File: config.mk
export PLATFORM = sky130hd
export DESIGN_NAME = fpa_div_cell
export DESIGN_NICKNAME = d
export VERILOG_FILES = /design/src/rtl/fixed_point_q24_8_alu_macros.svh /design/src/rtl/fpa_pkg.sv /design/src/rtl/fpa_div_cell.sv
export SDC_FILE = /design/constraint.sdc
export NUM_CORES = 1
export LEC_CHECK = 0
export ABC_CLOCK_PERIOD_IN_PS = 7100
export BUFFER_PORTS_ARGS = -buffer_cell sky130_fd_sc_hd__buf_2
export CORE_MARGIN = 2
export CORE_UTILIZATION = 40
export DETAILED_ROUTE_END_ITERATION = 10
export HOLD_SLACK_MARGIN = 0.12
export PLACE_DENSITY = 0.8
export SYNTH_ARGS = -nofsm -noshare
export SYNTH_HDL_FRONTEND = slang
export SYNTH_SLANG_ARGS = --single-unit
File: constraint.sdc
create_clock -name clk -period 7.1 [get_ports clk]
set_clock_uncertainty 0.15 [all_clocks]
set_input_delay 1.065 -clock clk [delete_from_list [all_inputs] [get_ports clk]]
set_output_delay 1.065 -clock clk [all_outputs]
set_load 0.01 [all_outputs]
File: src/rtl/fixed_point_q24_8_alu_macros.svh
// assertion macros for the q24.8 alu
// used by modules that check their own logic; expects clk and rst_n in scope
`ifndef FIXED_POINT_Q24_8_ALU_MACROS_SVH
`define FIXED_POINT_Q24_8_ALU_MACROS_SVH

// same-cycle implication
`define FPA_ASSERT_IMP(lbl, ante, cons, msg) \
  lbl: assert property (@(posedge clk) disable iff (!rst_n) (ante) |-> (cons)) else $error(msg);

// next-cycle implication
`define FPA_ASSERT_NXT(lbl, ante, cons, msg) \
  lbl: assert property (@(posedge clk) disable iff (!rst_n) (ante) |=> (cons)) else $error(msg);

`endif

File: src/rtl/fpa_pkg.sv
// types, codes and helpers shared by the q24.8 alu
// no dependencies
`default_nettype none
package fpa_pkg;

  localparam int WORD_W = 32;
  localparam int FRAC_W = 8;
  localparam int NUM_W  = WORD_W + FRAC_W;

  localparam logic [WORD_W-1:0] WORD_MAX = 32'h7FFF_FFFF;
  localparam logic [WORD_W-1:0] WORD_MIN = 32'h8000_0000;

  typedef enum logic [3:0] {
    MODE_ADD, MODE_SUB, MODE_MUL, MODE_DIV, MODE_GT, MODE_LT, MODE_GE, MODE_LE,
    MODE_EQ, MODE_NE, MODE_MIN, MODE_MAX, MODE_INC, MODE_DEC, MODE_TOINT, MODE_FROMINT
  } fpa_mode_t;

  localparam logic [1:0] ST_OK   = 2'd0;
  localparam logic [1:0] ST_OVF  = 2'd1;
  localparam logic [1:0] ST_DIVZ = 2'd2;

  // partial result carried down the divider row
  typedef struct packed {
    logic [WORD_W-1:0] result;
    logic              cmp;
    logic [1:0]        status;
    logic              is_div;
    logic              neg;
  } fpa_pre_t;

  // one divider cell's contents
  typedef struct packed {
    logic              valid;
    fpa_pre_t          pre;
    logic [NUM_W-1:0]  num;
    logic [WORD_W-1:0] rem;
    logic [NUM_W-1:0]  quo;
    logic [WORD_W-1:0] den;
  } fpa_div_t;

  typedef struct packed {
    logic              ovf;
    logic [WORD_W-1:0] word;
  } fpa_sat_t;

  // absolute value as unsigned, most negative maps to 2^31
  function automatic logic [WORD_W-1:0] fpa_mag(input logic [WORD_W-1:0] v);
    fpa_mag = v[WORD_W-1] ? (~v + 1'b1) : v;
  endfunction

  // sign and magnitude to word, saturating
  function automatic fpa_sat_t fpa_pack(input logic neg, input logic [63:0] mag);
    fpa_sat_t s;
    logic [63:0] lim;
    lim = neg ? {32'd0, WORD_MIN} : {32'd0, WORD_MAX};
    if (mag > lim) begin
      s.ovf  = 1'b1;
      s.word = neg ? WORD_MIN : WORD_MAX;
    end else begin
      s.ovf  = 1'b0;
      s.word = neg ? (~mag[WORD_W-1:0] + 1'b1) : mag[WORD_W-1:0];
    end
    return s;
  endfunction

endpackage
`default_nettype wire

File: src/rtl/fpa_div_cell.sv
// one restoring-divide cell: one quotient bit per cell
// depends on fpa_pkg
`default_nettype none
module fpa_div_cell import fpa_pkg::*; (
  input  wire logic clk,
  input  wire logic rst_n,
  input  wire logic en,
  input  fpa_div_t  cin,
  output fpa_div_t  cout
);

  fpa_div_t          cell_r, cell_nxt;
  logic [WORD_W:0]   rem_sh;
  logic              qbit;

  // shift in next dividend bit, trial subtract
  always_comb begin
    rem_sh   = {cin.rem, cin.num[NUM_W-1]};
    qbit     = rem_sh >= {1'b0, cin.den};
    cell_nxt = cin;
    cell_nxt.num = cin.num << 1;
    cell_nxt.rem = qbit ? (rem_sh[WORD_W-1:0] - cin.den) : rem_sh[WORD_W-1:0];
    cell_nxt.quo = {cin.quo[NUM_W-2:0], qbit};
  end

  // cell register
  always_ff @(posedge clk) begin
    if (!rst_n) begin
      cell_r.valid <= 1'b0;
    end else if (en) begin
      cell_r.valid <= cell_nxt.valid;
    end
    if (en) begin
      cell_r.pre <= cell_nxt.pre;
      cell_r.num <= cell_nxt.num;
      cell_r.rem <= cell_nxt.rem;
      cell_r.quo <= cell_nxt.quo;
      cell_r.den <= cell_nxt.den;
    end
  end

  assign cout = cell_r;

endmodule
`default_nettype wire

==> Word level (Yosys, flattened, before mapping) <==
Index checks and enable logic that the tools add are counted.
{ "word_totals": {"ff_bits": 181, "latchBits": 0, "mem_bits_rw": 0, "romBits": 0, "inputBits": 185, "out_inout_bits": 182, "n_memories": 0} }
{ "op_classes": {"n_addsub": 1, "mul": 0, "div": 0, "order_cmp": 1, "eq_ne": 0, "shifts": 0, "muxes": 1, "bitwise": 0, "reduce_logical": 0} }
{ "ops": {"columns": ["operator", "count"], "rows": [
  [">= comparator 33 x 32 -> 1 bit", 1],
  ["2-to-1 mux 32 bit", 1],
  ["subtractor 32 bit", 1]
]} }

==> Logic depth before layout (Yosys ltp) <==
{ "logic_depth": {"word_depth": 2, "ltp_mapped": 13} }

==> Worst setup path before layout <==
OpenSTA, ideal clock, no wires.
{ "synth_path": {"path_kind": "in2reg", "startpoint": "in cin[7] in the netlist's numbering", "endpoint": "reg cell_r, in the netlist cout[102] (data pin)", "setup_time_ns": 0.262, "arrival_time_ns": 3.578, "required_ns": 6.688, "slack_ns": 3.110, "stages": 12, "path_buffers": 2, "cell_sequence": "inv_1 -> ha_1 -> buf_2 -> nand4_1 -> or4_1 -> a21oi_1 -> nor3_1 -> a211oi_2 -> o21ai_2 -> o31ai_4 -> buf_4 -> mux2_1"} }
{ "synth_rtl": {"columns": ["item", "line_no", "source"], "rows": [
  ["start, declared", "fpa_div_cell.sv:8", "input fpa_div_t cin,"],
  ["end, declared", "fpa_div_cell.sv:12", "fpa_div_t cell_r, cell_nxt;"]
]} }

==> reports/metrics.cfg <==
[sta]
rsz0062_at_grt = false
finalSetupTns_ns = 0
hold_violations = 0
period_needed_ns = 4.30
worst_pin_slew_ns = 1.01
relSlewSlack_pct = 32.9
max_freq_mhz = 233
postLayoutSetupSlackWorst_ns = 2.80
finalCritPeriodShare_pct = 60.5
setup_viol = 0
slew_viol_final = 0

[status]
status = finished, final reports clean

[synthesis]
synth-edff-count = 180
syn_nets = 746
post_synth_num_cell_types = 49
synth_area_mm2 = 0.00766
synth_cells = 528
yosysWarnings = 0
synth_async_sr_flop_share_pct = 0
syn_avg_cell_area_um2 = 14.5
ys.flop_type = edfxtp_1
ys_seq_area_share_pct = 70.8
ys_seq_elements = 181

[finish]
syn_to_final_growth_pct = 34.5
layout_common_cells = buf_2 (363), edfxtp_1 (180), a21oi_1 (54), inv_1 (38), nor2_1 (36)
final_common_cell = buf_2
nNetsFinal = 1114
multiInputGateArea_mm2 = 0.00200
drive_above_1_share_pct = 45.0
seqCellArea_mm2 = 0.00543
fillerInstances = 1538
largest_reg_flops = 181

[global_routing]
first_global_vias = 5492
grt_pass1_wl_mm = 31.3
grt_start_max_net_pins = 117
grt_antenna_before_repair = 9
grt_usage_pct = 21.1
grt_overflow = 0

[setup_path]
worstSetupStartpointType = input pin
cp.required_ns = 7.13
cp-end-kind = flip-flop
crit_type = input pin to flip-flop
cp_max_fo = 22
cp_data_arrival_time_ns = 4.33

[power]
power_w = 0.00271
ir_worst_vdd_mv = 0.147
p_per_area_mw_per_mm2 = 263
leakagePower_nw = 4.56

[placed_design]
dp_hpwl_mm = 17.5
port_buffers = 364
gp_congestion = 0.858
dp_slack_ns = 2.31

[clock_tree]
numCtsBuffers = 17
htree_levels = 4
clk_latency_ns = 0.43
cts_setup_buffers = 0
clk_path_buf_depth = 2
hold_buffers = 0
cts_resized = 0
cts_root_buf = clkbuf_16
cts.reportedPaths.clkPinSlew_ns = 0.08
cts_tree = yes
clkSinkCount = 181

[detailed_routing]
vias_per_cell = 5.02
routedWlPerCell_um = 19.8
met3_length_mm = 1.81
wl_met2_mm = 11.7
drtIter0Drc = 416
detail-route-antenna-nets = 0
drc = 0
num_vias = 5758
drt_wl_total_mm = 22.7
drt-met1-wl_mm = 8.62
dr.pass1.iters = 4
top_layer = met5

[floorplan]
start_util_pct = 40.8
die_area_mm2 = 0.0203
die_w_um = 142
core_mm2 = 0.0188
io-pin-count = 367
row_count = 50
dieHeight_um = 142

[min_path]
hp-class = flip-flop to flip-flop

[job]
max_cap_viol_count = 0

layout make-up:
| class | count | share of cell area [%] |
|---|---|---|
| diodes | 3 | 0.0729 |
| repair buffers | 367 | 18.0 |
| clock inverters | 14 | 1.52 |
| clock buffers | 18 | 4.16 |
| well taps | 234 | 2.84 |
| multi-input cells | 291 | 19.4 |
| flip-flops and latches | 181 | 52.6 |
| inverters | 38 | 1.38 |
metal layers:
metal  track usage [%]  vias to the layer above
met1              24.4                     2743
met2              36.7                      241
met5                 0                        -
li1                  -                     2726
met4              7.71                       10
met3              7.07                       38
cell usage after synthesis (5+ instances only):
| cell | count | share of area [%] |
|---|---|---|
| xor2_1 | 11 | 1.3 |
| a21o_1 | 12 | 1.2 |
| mux2_2 | 6 | 0.88 |
| nor2_1 | 36 | 1.8 |
| clkbuf_1 | 5 | 0.25 |
| nand2_1 | 27 | 1.3 |
| xnor2_1 | 16 | 1.8 |
| nand4_1 | 7 | 0.57 |
| a31oi_1 | 5 | 0.41 |
| o21a_1 | 6 | 0.59 |
| inv_1 | 38 | 1.9 |
| edfxtp_1 | 180 | 71 |
| ha_1 | 32 | 5.2 |
| a21oi_1 | 54 | 3.5 |
| o21ai_0 | 16 | 1.0 |
| buf_2 | 8 | 0.52 |
| nand3_1 | 8 | 0.52 |
final timing paths:
path	startpoint	end	slack (ns)	cells past startpoint
setup / recovery	cin[18]	cout[79]	2.80	12
hold / removal	cout[181]	cout[181]	0.37	2
setup reg to reg	cout[181]	cout[181]	6.36	2
hold reg to reg	cout[181]	cout[181]	0.37	2
logic make-up after synthesis:
logic type	synth area share [%]
AO/OA/AOI/OAI	9.60
XOR/XNOR	3.09
adder cells (fa/ha/maj)	5.49
buffers and inverters	3.09
flip-flops	70.8
multiplexers	1.86
other	0.0490
AND/OR/NAND/NOR	6.00
stage by stage:
step	cells	hold slack, ns	instance area, um^2	utilization [%]
global route	1145	0.390	10300	54.9
finish	1146	0.372	10300	54.9
detailed placement	1111	0.355	9710	51.7
floorplan	528	0.388	7660	-
CTS	1143	0.372	10300	54.9
global placement	1111	0.347	9710	51.7
power breakdown:
| group | leakage [nW] | total, W | internal, W | switching [W] |
|---|---|---|---|---|
| clock | 0.284 | 0.000937 | 0.000474 | 0.000463 |
| combinational | 2.51 | 0.000461 | 0.000191 | 0.000270 |
| sequential | 1.77 | 0.00132 | 0.00129 | 0.0000229 |
| total | 4.56 | 0.00271 | 0.00196 | 0.000756 |
critical path, stage by stage:
cell and delay, ns:
buf_2 0.10, inv_1 0.04, ha_1 0.43, nand4_1 0.20, or4_1 0.49, a21oi_1 0.12, nor3_1 0.11, a211oi_2 0.26
o21ai_2 0.17, o31ai_4 0.57, buf_4 0.38, mux2_2 0.37
Note: power is estimated with default switching activity, not from simulation.
