<file path="config.mk">
export PLATFORM = sky130hd
export DESIGN_NAME = fpa_back
export DESIGN_NICKNAME = d
export VERILOG_FILES = /design/src/rtl/fixed_point_q24_8_alu_macros.svh /design/src/rtl/fpa_pkg.sv /design/src/rtl/fpa_back.sv
export SDC_FILE = /design/constraint.sdc
export NUM_CORES = 1
export LEC_CHECK = 0
export BUFFER_PORTS_ARGS = -buffer_cell sky130_fd_sc_hd__buf_2
export CAP_MARGIN = 20
export CORE_ASPECT_RATIO = 1.1
export CORE_MARGIN = 1.5
export CORE_UTILIZATION = 30
export DETAILED_ROUTE_END_ITERATION = 10
export PLACE_DENSITY = 0.63
export SLEW_MARGIN = 40
export SYNTH_ARGS = -nofsm -noshare
export SYNTH_HDL_FRONTEND = slang
export SYNTH_SLANG_ARGS = --single-unit
</file>
<file path="constraint.sdc">
create_clock -name clk -period 9.9 [get_ports clk]
set_clock_uncertainty 0.05 [all_clocks]
set_input_delay 0.99 -clock clk [delete_from_list [all_inputs] [get_ports clk]]
set_output_delay 0.99 -clock clk [all_outputs]
set_load 0.1 [all_outputs]
</file>
<file path="src/rtl/fixed_point_q24_8_alu_macros.svh">
// assertion macros for the q24.8 alu
// used by modules that check their own logic; expects clk and rst_n in scope
`ifndef FIXED_POINT_Q24_8_ALU_MACROS_SVH
`define FIXED_POINT_Q24_8_ALU_MACROS_SVH

// same-cycle implication
`define FPA_ASSERT_IMP(lbl, ante, cons, msg) \
  lbl: assert property (@(posedge clk) disable iff (!rst_n) (ante) |-> (cons)) else $error(msg);

// next-cycle implication
`define FPA_ASSERT_NXT(lbl, ante, cons, msg) \
  lbl: assert property (@(posedge clk) disable iff (!rst_n) (ante) |=> (cons)) else $error(msg);

`endif

</file>
<file path="src/rtl/fpa_pkg.sv">
// types, codes and helpers shared by the q24.8 alu
// no dependencies
`default_nettype none
package fpa_pkg;

  localparam int WORD_W = 32;
  localparam int FRAC_W = 8;
  localparam int NUM_W  = WORD_W + FRAC_W;

  localparam logic [WORD_W-1:0] WORD_MAX = 32'h7FFF_FFFF;
  localparam logic [WORD_W-1:0] WORD_MIN = 32'h8000_0000;

  typedef enum logic [3:0] {
    MODE_ADD, MODE_SUB, MODE_MUL, MODE_DIV, MODE_GT, MODE_LT, MODE_GE, MODE_LE,
    MODE_EQ, MODE_NE, MODE_MIN, MODE_MAX, MODE_INC, MODE_DEC, MODE_TOINT, MODE_FROMINT
  } fpa_mode_t;

  localparam logic [1:0] ST_OK   = 2'd0;
  localparam logic [1:0] ST_OVF  = 2'd1;
  localparam logic [1:0] ST_DIVZ = 2'd2;

  // partial result carried down the divider row
  typedef struct packed {
    logic [WORD_W-1:0] result;
    logic              cmp;
    logic [1:0]        status;
    logic              is_div;
    logic              neg;
  } fpa_pre_t;

  // one divider cell's contents
  typedef struct packed {
    logic              valid;
    fpa_pre_t          pre;
    logic [NUM_W-1:0]  num;
    logic [WORD_W-1:0] rem;
    logic [NUM_W-1:0]  quo;
    logic [WORD_W-1:0] den;
  } fpa_div_t;

  typedef struct packed {
    logic              ovf;
    logic [WORD_W-1:0] word;
  } fpa_sat_t;

  // absolute value as unsigned, most negative maps to 2^31
  function automatic logic [WORD_W-1:0] fpa_mag(input logic [WORD_W-1:0] v);
    fpa_mag = v[WORD_W-1] ? (~v + 1'b1) : v;
  endfunction

  // sign and magnitude to word, saturating
  function automatic fpa_sat_t fpa_pack(input logic neg, input logic [63:0] mag);
    fpa_sat_t s;
    logic [63:0] lim;
    lim = neg ? {32'd0, WORD_MIN} : {32'd0, WORD_MAX};
    if (mag > lim) begin
      s.ovf  = 1'b1;
      s.word = neg ? WORD_MIN : WORD_MAX;
    end else begin
      s.ovf  = 1'b0;
      s.word = neg ? (~mag[WORD_W-1:0] + 1'b1) : mag[WORD_W-1:0];
    end
    return s;
  endfunction

endpackage
`default_nettype wire

</file>
<file path="src/rtl/fpa_back.sv">
// quotient rounding, final select and output register
// depends on fpa_pkg
`default_nettype none
module fpa_back import fpa_pkg::*; (
  input  wire logic               clk,
  input  wire logic               rst_n,
  input  fpa_div_t                tail,
  input  wire logic               out_ready,
  output logic                    out_valid,
  output logic [WORD_W-1:0]       out_result,
  output logic                    out_cmp,
  output logic [1:0]              out_status,
  output logic                    en
);

  logic              out_valid_r;
  logic [WORD_W-1:0] result_r, result_nxt;
  logic              cmp_r;
  logic [1:0]        status_r, status_nxt;
  logic              rnd_up, load;
  logic [NUM_W:0]    q_rnd;
  fpa_sat_t          div_s;

  // round half away from zero on the remainder, then saturate
  always_comb begin
    rnd_up = {tail.rem, 1'b0} >= {1'b0, tail.den};
    q_rnd  = {1'b0, tail.quo} + {{NUM_W{1'b0}}, rnd_up};
    div_s  = fpa_pack(tail.pre.neg, {{(63-NUM_W){1'b0}}, q_rnd});
    result_nxt = tail.pre.result;
    status_nxt = tail.pre.status;
    if (tail.pre.is_div) begin
      if (tail.den == '0) begin
        result_nxt = '0;
        status_nxt = ST_DIVZ;
      end else begin
        result_nxt = div_s.word;
        status_nxt = div_s.ovf ? ST_OVF : ST_OK;
      end
    end
  end

  // row stalls only when a held beat would be overwritten
  assign load = out_ready || !out_valid_r;
  assign en   = load || !tail.valid;

  always_ff @(posedge clk) begin
    if (!rst_n) begin
      out_valid_r <= 1'b0;
    end else if (load) begin
      out_valid_r <= tail.valid;
    end
  end

  always_ff @(posedge clk) begin
    if (load) begin
      result_r <= result_nxt;
      cmp_r    <= tail.pre.cmp;
      status_r <= status_nxt;
    end
  end

  assign out_valid  = out_valid_r;
  assign out_result = result_r;
  assign out_cmp    = cmp_r;
  assign out_status = status_r;

endmodule
`default_nettype wire

</file>
[Word-level counts from Yosys, hierarchy flattened]
Cells that the tools add are included.
Storage, ports and cells
  memory bits (read-only): 0
  bits in writable memories: 0
  latch bits: 0
  memories: 0
  output and inout port bits: 37
  logic and storage cells: 23
  register bits: 36
Operators by class
  bitwise logic cells: 1
  reductions and logical operators: 5
  $lt $le $gt $ge: 2
  equality and inequality tests: 0
  $mul: 0
  $add $sub $neg: 2
  shifts and indexed selects: 0
  multiplexer cells: 9
  divide/modulo/power cells: 0
Operators with widths (number)
  $mux 32: 5
  $add 40x1->41: 1
  $gt 41x32->1: 1
  $ge 33x32->1: 1
  $mux 33: 1
  $add 32x1->32 const B: 1
  $logic_not 32->1: 1
  $not 32->32: 1
  $mux 2: 2
  $logic_not 1->1: 2
  $logic_or 1x1->1: 2
  $mux 1: 1

[Longest topological paths before layout]
  depth in word-level cells: 9
  depth in mapped cells: 30

[Worst setup path before layout]
OpenSTA, ideal clock, no wires.
  path type: input to register
  from: input tail[1] (netlist name)
  to: register result_r[27] (netlist: out_result[27]) (data pin)
  cell stages on the path: 29
  required time: 9.589 ns
  data arrival time: 6.414 ns
  path buffers: 2
  setup time: 0.261 ns
  setup slack: 3.176 ns
  cells stage by stage: inv_1 > ha_1 > nor2b_1 > o21a_1 > o21a_1 > o21a_1 > o21a_1 > o21ai_0 > a2111oi_0 > o41ai_1 > nand2_1 > ha_1 > ha_1 > nand3_1 > buf_2 > nor4_1 > nand2_1 > xor2_1 > inv_1 > ha_1 > a21oi_1 > o21ai_0 > a2111oi_0 > a211oi_1 > o31a_1 > nor4_4 > buf_2 > a21boi_0 > a221o_1
Between the ends
  word-level cells in the longest chain between the ends: 8
Ends and longest elaborated chain
  from (decl): line fpa_back.sv:7  | input fpa_div_t tail,
  $ge 33x32->1: line fpa_back.sv:26  | rnd_up = {tail.rem, 1'b0} >= {1'b0, tail.den};
  $add 40x1->41: line fpa_back.sv:27  | q_rnd = {1'b0, tail.quo} + {{NUM_W{1'b0}}, rnd_up};
  $not 32->32: line fpa_pkg.sv:61  | s.word = neg ? (~mag[WORD_W-1:0] + 1'b1) : mag[WORD_W-1:0];
  $add 32x1->32: line fpa_pkg.sv:61
  $mux 32: line fpa_pkg.sv:61
  $mux 33: line fpa_pkg.sv:56  | if (mag > lim) begin
  $mux 32 *: line fpa_back.sv:32  | if (tail.den == '0) begin
  $mux 32 *: line fpa_back.sv:31  | if (tail.pre.is_div) begin
  named net result_nxt[27]: line fpa_back.sv:17  | logic [WORD_W-1:0] result_r, result_nxt;
  to (signal assigned): line fpa_back.sv:56  | result_r <= result_nxt;
  to (decl): line fpa_back.sv:17
Mark *: on every way through the listed nets, which the timed path passes. The rest lies on a longest branch.
A chain may end at the register's enable or synchronous reset.

[Final worst setup path]
  from: input tail[1] (netlist name)
  to: register result_r[22] (netlist: out_result[22]) (data pin)
The elaborated chain is that of the path after synthesis.

==> flow_metrics.env <==
export IMPL_outcome="finished, final reports clean"
export IMPL_ant_nets=0
export IMPL_num_fill_cells=1773
export IMPL_firstDrtPassIters=6
export IMPL_hp_class="flop to flop"
export IMPL_place_congestion=0.873
export IMPL_p_leak_nw=2.93
export IMPL_multi_input_area_sq_mm=0.00372
export IMPL_cts_hold_buf=0
export IMPL_startpoint="tail[1]"
export IMPL_dieArea_sq_mm=0.0181
export IMPL_syn_area_per_cell_sq_um=7.95
export IMPL_end_kind="flop"
export IMPL_die_height_microns=141
export IMPL_synth_cell_types=64
export IMPL_finalWirelength_mm=15.5
export IMPL_layout_commonest_cell="buf_2"
export IMPL_cts_htree_levels=2
export IMPL_cts_path_max_buffers=2
export IMPL_start_util_pct=30.5
export IMPL_clock_latency_ns=0.28
export IMPL_path_clk_slew_ns=0.05
export IMPL_yosysWarnings=0
export IMPL_finalSetupTns_ns=0
export IMPL_top_level_ports=222
export IMPL_syn_inst=651
export IMPL_num_vias=5381
export IMPL_tritoncts="yes"
export IMPL_max_stage_delay_ns=0.84
export IMPL_setup_worst_path_class="input pin to flop"
export IMPL_synth_top_family_by_area="simple AND/OR/NAND/NOR gates"
export IMPL_viasPerCell=5.10
export IMPL_period_minus_slack_ns=8.12
export IMPL_max_vdd_ir_drop_mv=0.0794
export IMPL_ys_async_sr_fraction_pct=0
export IMPL_clock_fmax_mhz=123
export IMPL_grt_pass1_wl_mm=24.4
export IMPL_cts_resized_gates=0
export IMPL_drv_cap=0
export IMPL_grt_pass1_vias=4986
export IMPL_syn2layout_area_growth_pct=24.7
export IMPL_route_detailed_drc=0
export IMPL_drt_iter0_markers=307
export IMPL_synth_fa_ha_area_share_pct=16.0
export IMPL_synth_fp_nets=902
export IMPL_io_buffers=181
export IMPL_dp_final_hpwl_mm=13.1
export IMPL_core_area_sq_mm=0.0170
export IMPL_endpoint="out_result[22]"
export IMPL_ys_flop_type="edfxtp_1"
export IMPL_grt_overflow_total=0
export IMPL_hold_ws_ns=0.600
export IMPL_antenna_found_initial=4
export IMPL_finalSetupViolCount=0
export IMPL_gr_usage_all_layers_pct=16.9
export IMPL_cp_data_arrival_time_ns=8.07
export IMPL_grt_max_degree=80
export IMPL_crit_slowest_cell="nor4_1"
export IMPL_layout_common_cells="181 x buf_2, 72 x inv_1, 66 x ha_1"
export IMPL_slew_headroom_pct=45.0
export IMPL_tightest_slew_ns=0.817
export IMPL_synthMuxAreaShare_pct=0.991
export IMPL_synth_xor_area_share_pct=7.11
export IMPL_post_route_period_util_pct=82.0
export IMPL_r2r_end="out_result[27]"
export IMPL_grt_util_met2_pct=29.3
export IMPL_wl_per_cell_microns=14.7
export IMPL_rr_worst_depth=3
export IMPL_crit_path_start_kind="input pin"
export IMPL_final_max_slew_viol_count=0
export IMPL_synth_seq_cells=36
export IMPL_hold_violations=0
export IMPL_numCtsBuffers=5
export IMPL_powerDensity_mw_per_mm2=96.8
export IMPL_grt_use_met1_pct=20.9
export IMPL_fin_nets=1070
export IMPL_rr_startpoint="out_valid"
export IMPL_worstHoldPathCells=2
export IMPL_clock_sinks=36
export IMPL_syn_area_sq_mm=0.00518
export IMPL_drive_gt1_share_pct=25.6
export IMPL_synth_compound_gate_area_share_pct=22.7
export IMPL_cts_setup_buffers=0
export IMPL_die_w_microns=128
export IMPL_rrSetupSlack_ns=8.60
export IMPL_grt_busiest_layer="met2"
export IMPL_synthSimpleGateAreaFrac_pct=25.0
export IMPL_rsz0062_at_grt="no"
export IMPL_clockRootBuffer="clkbuf_16"
export IMPL_synth_edff_count=35
export IMPL_ys_seq_area_share_pct=20.7
export IMPL_rows=50
export IMPL_crit_fanout=12
export IMPL_worstPathRequired_ns=9.85
export IMPL_seq_area_sq_mm=0.00107
export IMPL_use_met3_pct=3.61
[final cells by class]
cell class              instances  share of cell area (%)
multi-input cells             515                    57.7
flip-flops and latches         36                    16.6
repair buffers                186                    14.6
well taps                     234                    4.54
inverters                      75                    4.36
clock buffers                   5                    1.94
clock inverters                 3                   0.213
diodes                          1                  0.0388
[metal layers]
metal  routed length [microns]  vias up
met4                       264        4
met2                      7270      188
met5                        21        -
li1                          -     2784
met1                      6800     2385
met3                      1140       20
[synth_stat cells, drive strengths merged (4+ instances only)]
cell / n / area, sq um
inv: 75 / 282
ha: 66 / 826
a21oi: 56 / 280
nand2: 51 / 191
nand4: 36 / 253
edfxtp: 35 / 1050
nand3: 32 / 160
nor2: 27 / 104
xnor2: 25 / 219
o21ai: 23 / 115
nor4: 21 / 153
o2bb2ai: 19 / 166
xor2: 17 / 149
clkbuf: 14 / 53.8
nor3: 14 / 81.3
a21o: 11 / 82.6
buf: 11 / 57.6
nor2b: 11 / 68.8
o21a: 9 / 67.6
and3: 8 / 50.1
a31oi: 7 / 43.8
o31ai: 7 / 52.6
a221o: 5 / 50.1
o211ai: 5 / 37.5
a211oi: 4 / 30.0
a22oi: 4 / 30.0
and2: 4 / 25.0
and4: 4 / 35.0
mux2i: 4 / 40.0
o221ai: 4 / 35.0
or3: 4 / 25.0
[power breakdown]
part           total, mW  internal, mW  switching, mW
combinational      0.291        0.0842          0.207
clock              0.147        0.0912         0.0563
sequential         0.186         0.183        0.00271
total              0.625         0.359          0.266
[state kept, by name (all words and copies together) (netlist names)]
name	flops
out_status	2
out_valid	1
out_cmp	1
out_result	32
[stage by stage]
step	power [mW]	setup WS, ns	instances	area [sq um]	utilization (%)
2_1_floorplan	0.401	3.18	651	5180	-
3_3_place_gp	0.477	1.61	1046	6300	37.2
3_5_place_dp	0.480	1.54	1046	6310	37.2
4_1_cts	0.629	1.81	1054	6450	38.1
5_1_grt	0.662	1.22	1054	6450	38.1
6_report	0.625	1.78	1055	6450	38.1
[critical path, delay by kind of cell]
family          cells  cell delay, ns
simple gates        8            2.83
buf+inv             3            0.23
fa+ha+maj           4            1.18
compound gates     13            2.48
xor+xnor            1            0.35
[worst min-delay path by stage]
stage               from   endpoint  slack, ns
2_1_floorplan  tail[148]    out_cmp       1.04
3_3_place_gp   out_valid  out_valid       0.58
3_5_place_dp   out_valid  out_valid       0.59
4_1_cts        out_valid  out_valid       0.60
5_1_grt        out_valid  out_valid       0.63
6_report       out_valid  out_valid       0.60
[cells by family (layout without fill, tap and decap cells)]
group,after synthesis,in the layout
AO/OA/AOI/OAI,174,174
XOR/XNOR,42,42
adder cells (fa/ha/maj),66,66
buffers and inverters,100,269
flip-flops,36,36
multiplexers,5,5
other,0,1
AND/OR/NAND/NOR,228,228
Note: power is estimated with default switching activity, not from simulation.
